**config.mk**
```make
export PLATFORM = sky130hd
export DESIGN_NAME = lsc_cordic
export DESIGN_NICKNAME = d
export VERILOG_FILES = /design/src/design/lsc_pkg.sv /design/src/design/lsc_cordic.sv
export SDC_FILE = /design/constraint.sdc
export NUM_CORES = 1
export LEC_CHECK = 0
export CAP_MARGIN = 0
export CORE_ASPECT_RATIO = 1.1
export CORE_MARGIN = 2
export CORE_UTILIZATION = 41
export DETAILED_ROUTE_END_ITERATION = 8
export DONT_BUFFER_PORTS = 1
export PLACE_DENSITY_LB_ADDON = 0.1
export SYNTH_ARGS = -nofsm -noshare
export SYNTH_HDL_FRONTEND = slang
export SYNTH_SLANG_ARGS = --single-unit
```
**constraint.sdc**
```tcl
create_clock -name clk -period 6.1 [get_ports clk]
set_clock_uncertainty 0.2 [all_clocks]
set_input_delay 0.305 -clock clk [delete_from_list [all_inputs] [get_ports clk]]
set_output_delay 0.305 -clock clk [all_outputs]
set_load 0.01 [all_outputs]
```
**src/design/lsc_pkg.sv**
```systemverilog
// Package for the lat/lon to sphere cartesian block.
// Holds angle and fixed-point constants, the CORDIC arctangent table and shared types.
// No dependencies.
package lsc_pkg;

    localparam int CORDIC_STEPS = 24;
    localparam int BATCH_MAX    = 65536;

    // angles in 2^-16 degree units
    localparam logic signed [26:0] FULL_TURN    = 27'sd23592960;
    localparam logic signed [26:0] HALF_TURN    = 27'sd11796480;
    localparam logic signed [26:0] QUARTER_TURN = 27'sd5898240;
    localparam logic signed [26:0] MARKER       = -27'sd65470464;

    localparam logic signed [33:0] GAIN_INV = 34'sd652032874;
    localparam logic signed [33:0] ONE30    = 34'sd1073741824;

    localparam logic signed [47:0] Z_MARKER = -48'sd16760438784;
    localparam logic signed [70:0] OUT_MAX  = 71'sd140737488355327;
    localparam logic signed [70:0] OUT_MIN  = -71'sd140737488355328;

    typedef struct packed {
        logic signed [25:0] s;
        logic signed [25:0] c;
    } trig_t;

    // atan(2^-i) in degrees, 24 fraction bits
    function automatic logic signed [32:0] atan_deg(input logic [4:0] i);
        logic signed [32:0] v;
        unique case (i)
            5'd0:  v = 33'sd754974720;
            5'd1:  v = 33'sd445687602;
            5'd2:  v = 33'sd235489088;
            5'd3:  v = 33'sd119537938;
            5'd4:  v = 33'sd60000934;
            5'd5:  v = 33'sd30029717;
            5'd6:  v = 33'sd15018523;
            5'd7:  v = 33'sd7509720;
            5'd8:  v = 33'sd3754917;
            5'd9:  v = 33'sd1877466;
            5'd10: v = 33'sd938734;
            5'd11: v = 33'sd469367;
            5'd12: v = 33'sd234684;
            5'd13: v = 33'sd117342;
            5'd14: v = 33'sd58671;
            5'd15: v = 33'sd29335;
            5'd16: v = 33'sd14668;
            5'd17: v = 33'sd7334;
            5'd18: v = 33'sd3667;
            5'd19: v = 33'sd1833;
            5'd20: v = 33'sd917;
            5'd21: v = 33'sd458;
            5'd22: v = 33'sd229;
            5'd23: v = 33'sd115;
            default: v = 33'sd0;
        endcase
        return v;
    endfunction

    typedef enum logic [4:0] {
        C_IDLE = 5'b00001,
        C_RED  = 5'b00010,
        C_FOLD = 5'b00100,
        C_ROT  = 5'b01000,
        C_FIN  = 5'b10000
    } cordic_state_t;

    typedef enum logic [7:0] {
        S_IDLE = 8'b00000001,
        S_SLAT = 8'b00000010,
        S_WLAT = 8'b00000100,
        S_SLON = 8'b00001000,
        S_WLON = 8'b00010000,
        S_MULA = 8'b00100000,
        S_MULB = 8'b01000000,
        S_FIN  = 8'b10000000
    } seq_state_t;

endpackage

```
**src/design/lsc_cordic.sv**
```systemverilog
// Iterative sine/cosine unit: angle reduction, quadrant fold, 24-step circular CORDIC.
// Uses lsc_pkg for constants, the arctangent table and the trig_t result type.
module lsc_cordic
(
    input  logic                clk,
    input  logic                rst_n,
    input  logic                start,
    input  logic signed [26:0]  angle,
    output logic                done,
    output lsc_pkg::trig_t      trig
);

    lsc_pkg::cordic_state_t state_reg;
    logic signed [26:0] ang_reg;
    logic               flip_reg;
    logic signed [32:0] z_reg;
    logic signed [33:0] x_reg;
    logic signed [33:0] y_reg;
    logic [4:0]         i_reg;
    logic               done_reg;
    lsc_pkg::trig_t     trig_reg;

    logic signed [26:0] fold_r;
    logic               fold_flip;
    logic signed [33:0] dx;
    logic signed [33:0] dy;
    logic signed [33:0] xf;
    logic signed [33:0] xc;
    logic signed [33:0] yc;
    logic signed [33:0] xr;
    logic signed [33:0] yr;

    always_comb
    begin
        if (ang_reg > lsc_pkg::QUARTER_TURN)
        begin
            fold_r    = lsc_pkg::HALF_TURN - ang_reg;
            fold_flip = 1'b1;
        end
        else if (ang_reg < -lsc_pkg::QUARTER_TURN)
        begin
            fold_r    = -lsc_pkg::HALF_TURN - ang_reg;
            fold_flip = 1'b1;
        end
        else
        begin
            fold_r    = ang_reg;
            fold_flip = 1'b0;
        end
    end

    assign dx = y_reg >>> i_reg;
    assign dy = x_reg >>> i_reg;

    // clamp to [-1,1] then round to 24 fraction bits
    assign xf = flip_reg ? -x_reg : x_reg;
    assign xc = (xf > lsc_pkg::ONE30) ? lsc_pkg::ONE30 :
                (xf < -lsc_pkg::ONE30) ? -lsc_pkg::ONE30 : xf;
    assign yc = (y_reg > lsc_pkg::ONE30) ? lsc_pkg::ONE30 :
                (y_reg < -lsc_pkg::ONE30) ? -lsc_pkg::ONE30 : y_reg;
    assign xr = xc + 34'sd32;
    assign yr = yc + 34'sd32;

    always_ff @(posedge clk or negedge rst_n)
    begin
        if (!rst_n)
        begin
            state_reg <= lsc_pkg::C_IDLE;
            done_reg  <= 1'b0;
            i_reg     <= 5'd0;
        end
        else
        begin
            done_reg <= (state_reg == lsc_pkg::C_FIN);
            unique case (state_reg)
                lsc_pkg::C_IDLE:
                begin
                    if (start)
                    begin
                        ang_reg   <= angle;
                        state_reg <= lsc_pkg::C_RED;
                    end
                end
                lsc_pkg::C_RED:
                begin
                    if (ang_reg < -lsc_pkg::HALF_TURN)
                        ang_reg <= ang_reg + lsc_pkg::FULL_TURN;
                    else if (ang_reg >= lsc_pkg::HALF_TURN)
                        ang_reg <= ang_reg - lsc_pkg::FULL_TURN;
                    else
                        state_reg <= lsc_pkg::C_FOLD;
                end
                lsc_pkg::C_FOLD:
                begin
                    flip_reg  <= fold_flip;
                    z_reg     <= 33'(fold_r) <<< 8;
                    x_reg     <= lsc_pkg::GAIN_INV;
                    y_reg     <= 34'sd0;
                    i_reg     <= 5'd0;
                    state_reg <= lsc_pkg::C_ROT;
                end
                lsc_pkg::C_ROT:
                begin
                    if (z_reg >= 33'sd0)
                    begin
                        x_reg <= x_reg - dx;
                        y_reg <= y_reg + dy;
                        z_reg <= z_reg - lsc_pkg::atan_deg(i_reg);
                    end
                    else
                    begin
                        x_reg <= x_reg + dx;
                        y_reg <= y_reg - dy;
                        z_reg <= z_reg + lsc_pkg::atan_deg(i_reg);
                    end
                    i_reg <= i_reg + 5'd1;
                    if (i_reg == 5'(lsc_pkg::CORDIC_STEPS - 1))
                        state_reg <= lsc_pkg::C_FIN;
                end
                lsc_pkg::C_FIN:
                begin
                    trig_reg.s <= yr[31:6];
                    trig_reg.c <= xr[31:6];
                    state_reg  <= lsc_pkg::C_IDLE;
                end
                default:
                    state_reg <= lsc_pkg::C_IDLE;
            endcase
        end
    end

    assign done = done_reg;
    assign trig = trig_reg;

endmodule

```
==> metrics.log, run 1 <==
[metrics] count of final max-slew check failures: 0
[metrics] sink of the worst hold path: ang_reg[24]
[metrics] static leakage power: ~11 nW
[metrics] commonest non-fill, non-tap cells in the layout: sky130_fd_sc_hd__buf_4, sky130_fd_sc_hd__nor2_1, sky130_fd_sc_hd__nand2_1, sky130_fd_sc_hd__edfxtp_1, sky130_fd_sc_hd__a21oi_1
[metrics] global routing usage on met2: a little under three fifths
[metrics] WL/cell: between 20 and 25 µm
[metrics] CTS clock-pin slew for the worst setup and hold paths: ~0.090 ns
[metrics] half-perimeter wire length after placement: 71.80 mm
[metrics] horizontal die dimension: about 230 µm
[metrics] Data required, critical path: ~6.1 ns
[metrics] number of fill cells: 5347
[metrics] leading cell type in the layout, fill and taps excluded: sky130_fd_sc_hd__buf_4
[metrics] global placer's final weighted congestion: approximately 0.98
[metrics] Final Instance Count excl. Fillers: 3793
[metrics] top cell type by total area after synthesis: sky130_fd_sc_hd__edfxtp_1
[metrics] final instance area: about 29000 µm²
[metrics] CTS sink cnt: between 150 and 200
[metrics] signed area change from the synthesized netlist to the final layout: 25.08%
[metrics] status: complete, no violations
[metrics] worst reg2reg path endpoint: z_reg[32]
[metrics] Worst path max stage delay: ~0.52 ns
[metrics] worst supply voltage drop on vdd: 0.0001999 V
[metrics] asr flop ratio synth: between 5 and 6%
[metrics] critical path endpoint category: flop
[metrics] DRT iter0 DRCs: around 2100
[metrics] proportion of layout cells with a drive suffix above 1: 26.24%
[metrics] clock root buffer: sky130_fd_sc_hd__clkbuf_16
[metrics] Top Usage Layer GRT: met2
[metrics] kind of critical path: flop to flop
[metrics] Hold WC Path Type: input pin to flop
[metrics] final critical-path required period: roughly 5.9 ns
[metrics] max FFs per register: 52
[metrics] most frequent cell on the critical path: sky130_fd_sc_hd__a21o_1
[metrics] synthesized netlist cell count: about 2600
[metrics] post-route worst hold slack: just over 0.05 ns
[metrics] yosys synthesis warning count: 0
[metrics] worst reg2reg startpoint: i_reg[1]
[metrics] Worst Hold Path Cells: 1
[metrics] part of the Yosys area used for sequential elements: approximately a quarter
[metrics] maximum clock frequency: about 170 MHz
[metrics] critical-path maximum fanout: 11
[metrics] measured slew at the worst slew-check pin: 0.9303 ns
[metrics] number of flops mapped to enable cells by yosys: between 150 and 200
[metrics] total routed wirelength: ~91 mm
[metrics] GRT overflow: 0
[metrics] antenna-violating nets left: 0
[metrics] portion of synthesized cell area occupied by the leading cell type: around a quarter
[metrics] Cell Area, Synth: around 23000 µm²
[metrics] Avg Inst Size Synth: between 8 and 9 µm²
[metrics] synthesized netlist net count: ~2800
[metrics] Worst R2R Path Depth: 25
[metrics] IO Count: 83
[metrics] Starting Density: between 40% and 50%
[metrics] area of the core region: 54950 µm²
[metrics] slew margin rel.: about 38%
[metrics] met3 GRT Util: 3.732%
[metrics] via count of the first global-routing pass: roughly 23000
[metrics] vias: ~23000
[metrics] final critical-path share of the clock period: between 90% and 100%
[metrics] count of endpoints failing hold in the final timing report: 0
[metrics] CTS tree: built
[metrics] startpoint type of the worst setup path: flop
[metrics] drc violations: 0
[metrics] count of H-tree levels built during CTS: 4
[metrics] Layout Nets: around 3200
[metrics] global-route wire length before repair: around 140 mm
[metrics] post-synthesis register bit count: 192
[metrics] hold wc startpoint: rst_n
[metrics] total global-route track usage: 31.10%
[metrics] Initial DRT Pass Iterations: 6
[metrics] cell type of the slowest stage on the worst timing path: sky130_fd_sc_hd__dfrtp_4
[metrics] number of antenna violations at the first check in global routing: 1
[metrics] pin count of the biggest net entering global routing: 63
[metrics] count of input and output buffers: 0
[metrics] total die area: roughly 58000 µm²
[metrics] WP data arrival: 5.91 ns
[metrics] Synth cell types: about 100
[metrics] total power divided by cell area: between 300 and 400 nW/µm²
[metrics] vias per inst: ~6.0
[metrics] placement-stage cell area: ~27000 µm²
[metrics] later-pin clock latency in the skew report: 0.52 ns
[metrics] max-capacitance violation count: 0
[metrics] maximum count of clock buffers along a single path: 2
[metrics] biggest area contributors in the synthesized netlist: sky130_fd_sc_hd__edfxtp_1, sky130_fd_sc_hd__ha_1, sky130_fd_sc_hd__mux4_2
[metrics] Placed Cells incl. Taps: 3709
[metrics] height of the chip: 251.4 µm
[metrics] utilization after layout: between 50% and 60%
[metrics] CTS Buf Count: 17
[metrics] total power of the final layout: 9.614 mW
[metrics] slack of the worst reg-to-reg path: 0.22 ns
[metrics] count of final setup violators: 0
[metrics] met1 GRT Util: a little under two fifths
[metrics] Core Rows: 90
[metrics] prevailing post-synth register cell: sky130_fd_sc_hd__edfxtp_1
==> layout make-up <==
class | instances | area (µm²) | share of cell area [%]
sequential | 192 | 5728 | 20.08
tap | 736 | 920.9 | 3.228
clock buffer | 17 | 425.4 | 1.491
inverter | 57 | 217.7 | 0.7633
antenna | 1 | 2.502 | 0.008773
clock inverter | 15 | 128.9 | 0.4518
timing repair buffer | 559 | 4528 | 15.87
multi-input combinational | 2216 | 16570 | 58.10
==> per-stage QoR <==
stage          setup TNS, ns  setup slack [ns]
2_1_floorplan              0           0.04396
3_3_place_gp          -3.175           -0.3452
6_report                   0            0.2189
3_5_place_dp          -2.805           -0.2918
5_1_grt              -0.3858          -0.06816
4_1_cts                    0        0.00004219
==> how the worst max path moves through the flow <==
stage | from | endpoint
global route | i_reg[1] | z_reg[27]
global placement | i_reg[1] | y_reg[27]
floorplan | i_reg[0] | x_reg[33]
finish | i_reg[1] | z_reg[32]
CTS | i_reg[1] | y_reg[33]
detailed placement | i_reg[1] | y_reg[33]
==> cells by family after synthesis <==
logic type / Yosys count / share of synthesized area (%)
buffers and inverters: 241 / 4.735
adder cells (fa/ha/maj): 125 / 6.990
AND/OR/NAND/NOR: 911 / 19.49
XOR/XNOR: 262 / 10.06
multiplexers: 197 / 12.93
flip-flops: 192 / 25.05
AO/OA/AOI/OAI: 721 / 20.75
==> synthesized netlist by cell type (32+ instances only) <==
library cell	instances
sky130_fd_sc_hd__nor2_1	287
sky130_fd_sc_hd__nand2_1	237
sky130_fd_sc_hd__a21oi_1	190
sky130_fd_sc_hd__edfxtp_1	181
sky130_fd_sc_hd__o21ai_0	159
sky130_fd_sc_hd__xnor2_1	145
sky130_fd_sc_hd__ha_1	121
sky130_fd_sc_hd__xor2_1	117
sky130_fd_sc_hd__clkbuf_1	112
sky130_fd_sc_hd__mux2i_1	89
sky130_fd_sc_hd__mux4_2	61
sky130_fd_sc_hd__a21o_1	56
sky130_fd_sc_hd__inv_1	56
sky130_fd_sc_hd__nor3_1	48
sky130_fd_sc_hd__and2_1	46
sky130_fd_sc_hd__nand3_1	43
sky130_fd_sc_hd__nand2b_1	42
sky130_fd_sc_hd__mux2_2	35
sky130_fd_sc_hd__nor2b_1	32
==> critical path: cells and delay by family, from the launching register on <==
kind	cells	cell delay, ns
AOI/OAI and AO/OA	11	2.07
muxes	1	0.09
DFF	1	0.52
xor gates and xnor gates	2	0.32
adders and majority gates	2	0.52
and+or+nand+nor	4	1.09
buffers and inverters	5	0.75
==> repair_timing <==
| item | CTS | global route |
|---|---|---|
| endpoints found under the setup margin | 18 | 37 |
| pin swaps | 3 | 32 |
| hold buffers | 29 | 0 |
| gates resized for setup | 24 | 103 |
| buffers inserted | 4 | 17 |
| gates cloned | 0 | 2 |
| hold endpoints to repair | 43 | 0 |
==> power by group <==
group          internal [mW]  switching (mW)  total [mW]  leakage [nW]
clock network          0.533           0.629        1.16         0.270
logic                   3.24            3.53        6.77          9.08
registers               1.57           0.114        1.68          1.77
total                   5.34            4.27        9.61          11.1
==> metal layers <==
metal  vias to the layer above  share of wire, %
li1                      10665                 -
met1                     11280                40
met2                       822                50
met3                       166               5.3
met4                         0               3.9
met5                         -                 0
Power figures use the tool's default switching activity.
==> run 2, diff against run 1 <==
ABC_CLOCK_PERIOD_IN_PS = 6100   (was unset)
CORE_UTILIZATION = 44   (was 41)
SETUP_SLACK_MARGIN = 0.4   (was unset)
==> metrics.log, run 2 (synthesized netlist as in run 1, its figures left out) <==
[metrics] signed area change from the synthesized netlist to the final layout: 23.46%
[metrics] Worst path max stage delay: 0.55 ns (+0.03 ns)
[metrics] commonest non-fill, non-tap cells in the layout: sky130_fd_sc_hd__buf_4, sky130_fd_sc_hd__nor2_1, sky130_fd_sc_hd__nand2_1, sky130_fd_sc_hd__edfxtp_1, sky130_fd_sc_hd__a21oi_1
[metrics] max FFs per register: 52 (unchanged)
[metrics] Final Instance Count excl. Fillers: 3569 (-5.9%)
[metrics] antenna-violating nets left: 0 (unchanged)
[metrics] total routed wirelength: 88.94 mm (-2.2%)
[metrics] pin count of the biggest net entering global routing: 74 (+17%)
[metrics] count of final setup violators: 0 (unchanged)
[metrics] CTS tree: built
[metrics] DRT iter0 DRCs: 2085 (+0.82%)
[metrics] Worst path depth: 23 (-8.0%)
[metrics] sum of negative setup slack: 0 ns (unchanged)
[metrics] final critical-path share of the clock period: 95.73% (-0.68 points)
[metrics] startpoint type of the worst setup path: flop
[metrics] slack of the worst reg-to-reg path: 0.26 ns (+0.04 ns)
[metrics] later-pin clock latency in the skew report: 0.51 ns (about the same)
[metrics] WP data arrival: 5.91 ns (about the same)
[metrics] RSZ-0062 raised after global routing: true
[metrics] horizontal die dimension: 221.1 µm (-3.4%)
[metrics] Core Rows: 87 (-3.3%)
[metrics] number of fill cells: 4692 (-12%)
[metrics] Worst Hold Path Cells: 1 (unchanged)
[metrics] count of input and output buffers: 0 (unchanged)
[metrics] maximum clock frequency: 171.2 MHz (+0.71%)
[metrics] WL/cell: 24.92 µm (+3.9%)
[metrics] global-route wire length before repair: 131.1 mm (-3.6%)
[metrics] Worst path top cell family by delay: compound AO/OA/AOI/OAI gates
[metrics] Net Switching: 4.288 mW (+0.31%)
[metrics] switching part of the total power: 44.05% (-0.41 points)
[metrics] vias per inst: 6.298 (+4.2%)
[metrics] slew margin rel.: 37.62% (about the same)
[metrics] critical-path maximum fanout: 7 (-4)
[metrics] count of H-tree levels built during CTS: 4 (unchanged)
[metrics] antenna cell count: 0 (-1)
[metrics] vias: 22477 (-2.0%)
[metrics] Starting Density: 44.48% (+3.0 points)
[metrics] via count of the first global-routing pass: 22012 (-2.5%)
[metrics] power share of the clock group: 13.1% (+1.0 points)
[metrics] total power divided by cell area: 345.7 nW/µm² (+2.6%)
[metrics] half-perimeter wire length after placement: 67.29 mm (-6.3%)
[metrics] height of the chip: 242.8 µm (-3.4%)
[metrics] Placed Cells incl. Taps: 3410 (-8.1%)
[metrics] leading cell type in the layout, fill and taps excluded: sky130_fd_sc_hd__buf_4
[metrics] CTS clock-pin slew for the worst setup and hold paths: 0.09 ns (about the same)
[metrics] worst reg2reg startpoint: i_reg[1]
[metrics] critical path endpoint category: flop
[metrics] area of the core region: 51270 µm² (-6.7%)
[metrics] Worst R2R Path Depth: 23 (-8.0%)
[metrics] total die area: 53670 µm² (-6.7%)
[metrics] proportion of power drawn by combinational gates: 69.6% (-0.8 points)
[metrics] max-capacitance violation count: 0 (unchanged)
[metrics] kind of critical path: flop to flop
[metrics] drc violations: 0 (unchanged)
[metrics] static leakage power: 10.60 nW (-4.7%)
[metrics] combined area of the multi-input logic cells: 17160 µm² (+3.6%)
[metrics] clock root buffer: sky130_fd_sc_hd__clkbuf_16
[metrics] number of antenna violations at the first check in global routing: 1 (unchanged)
[metrics] global placer's final weighted congestion: 0.9546 (-3.0%)
[metrics] CTS Buf Count: 17 (unchanged)
[metrics] measured slew at the worst slew-check pin: 0.9358 ns (+0.005471 ns)
[metrics] Layout Nets: 3045 (-4.8%)
[metrics] Buf/Inv on CP: 4 (-1)
[metrics] final critical-path required period: 5.840 ns (-0.04140 ns)
[metrics] count of final max-slew check failures: 0 (unchanged)
[metrics] sink of the worst hold path: ang_reg[21]
[metrics] design internal power: 5.445 mW (+2.0%)
[metrics] Hold WC Path Type: input pin to flop
[metrics] worst reg2reg path endpoint: x_reg[31]
[metrics] Initial DRT Pass Iterations: 6 (unchanged)
[metrics] GRT overflow: 0 (unchanged)
[metrics] Data required, critical path: 6.17 ns (+0.04 ns)
[metrics] list of cells traversed by the critical path: buf_12, buf_12, buf_4, mux2i_1, buf_4, nor2_1, o311a_1, nor3_4, nor4b_4, nand4_4, o31ai_4, xnor2_1, ha_1, a21oi_2, o21ai_1, a221o_1, or4b_4, a41oi_4, o21ai_2, a41oi_2, nand2b_1, xor2_1, and2_1
[metrics] CTS sink cnt: 192 (unchanged)
[metrics] IO Count: 83 (unchanged)
[metrics] worst supply voltage drop on vdd: 0.0002139 V (+7.0%)
[metrics] proportion of power drawn by flip-flops and latches: 17.4% (about the same)
[metrics] post-route worst hold slack: 0.07267 ns (+0.02144 ns)
[metrics] proportion of layout cells with a drive suffix above 1: 25.57% (-0.67 points)
[metrics] cell type of the slowest stage on the worst timing path: sky130_fd_sc_hd__or4b_4
[metrics] hold wc startpoint: rst_n
[metrics] total global-route track usage: 31.76% (+0.66 points)
[metrics] area used by sequential logic in the layout: 5728 µm² (unchanged)
[metrics] status: complete, no violations
[metrics] maximum count of clock buffers along a single path: 2 (unchanged)
[metrics] count of endpoints failing hold in the final timing report: 0 (unchanged)
## run 2: area by class of cell
| class | count | share of cell area (%) |
|---|---|---|
| Multi-Input combinational cell | 2216 | 60.96 |
| Sequential cell | 192 | 20.34 |
| Timing Repair Buffer | 406 | 12.76 |
| Tap cell | 667 | 2.964 |
| Clock buffer | 18 | 1.524 |
| Inverter | 57 | 0.7910 |
| Clock inverter | 13 | 0.6533 |
## run 2: worst max-delay path by stage
stage,from,endpoint,slack [ns]
3_3_place_gp,i_reg[1],y_reg[27],0.04
3_5_place_dp,i_reg[1],y_reg[27],0.11
5_1_grt,i_reg[1],x_reg[31],0.07
6_report,i_reg[1],x_reg[31],0.26
2_1_floorplan,i_reg[3],y_reg[32],0.33
4_1_cts,i_reg[1],x_reg[32],0.33
## run 2: per-stage QoR
| stage | instance area, µm² | worst slack, ns | power, mW | utilization (%) |
|---|---|---|---|---|
| 2_1_floorplan | 23000 | 0.3316 | 5.712 | - |
| 3_3_place_gp | 25180 | 0.04337 | 7.293 | 49.11 |
| 3_5_place_dp | 25180 | 0.1054 | 7.316 | 49.11 |
| 4_1_cts | 26710 | 0.3307 | 8.921 | 52.09 |
| 5_1_grt | 28150 | 0.06825 | 10.31 | 54.91 |
| 6_report | 28150 | 0.2603 | 9.733 | 54.91 |
## run 2: power by group through the flow
stage	sequential (mW)	combinational [mW]	clock (mW)
CTS	1.69	5.93	1.31
finish	1.69	6.77	1.27
detailed placement	1.72	5.60	0
global route	1.70	7.27	1.34
global placement	1.71	5.58	0
floorplan	1.65	4.06	0
## run 2: timing repair
item / CTS / global route
gates cloned: 3 / 6
hold buffers: 29 / 0
hold endpoints to repair: 43 / 0
buffers inserted: 22 / 68
endpoints found under the setup margin: 29 / 48
pin swaps: 18 / 105
gates resized for setup: 83 / 181
## run 2: layer usage
layer | track usage [%] | vias to the layer above | routed length, µm | share of wire [%]
met5 | 0 | - | 0 | 0
met2 | 55.33 | 927 | 43760 | 49
li1 | - | 10367 | - | -
met3 | 5.496 | 239 | 5307 | 6.0
met4 | 16.58 | 0 | 4749 | 5.3
met1 | 37.34 | 10944 | 35120 | 39
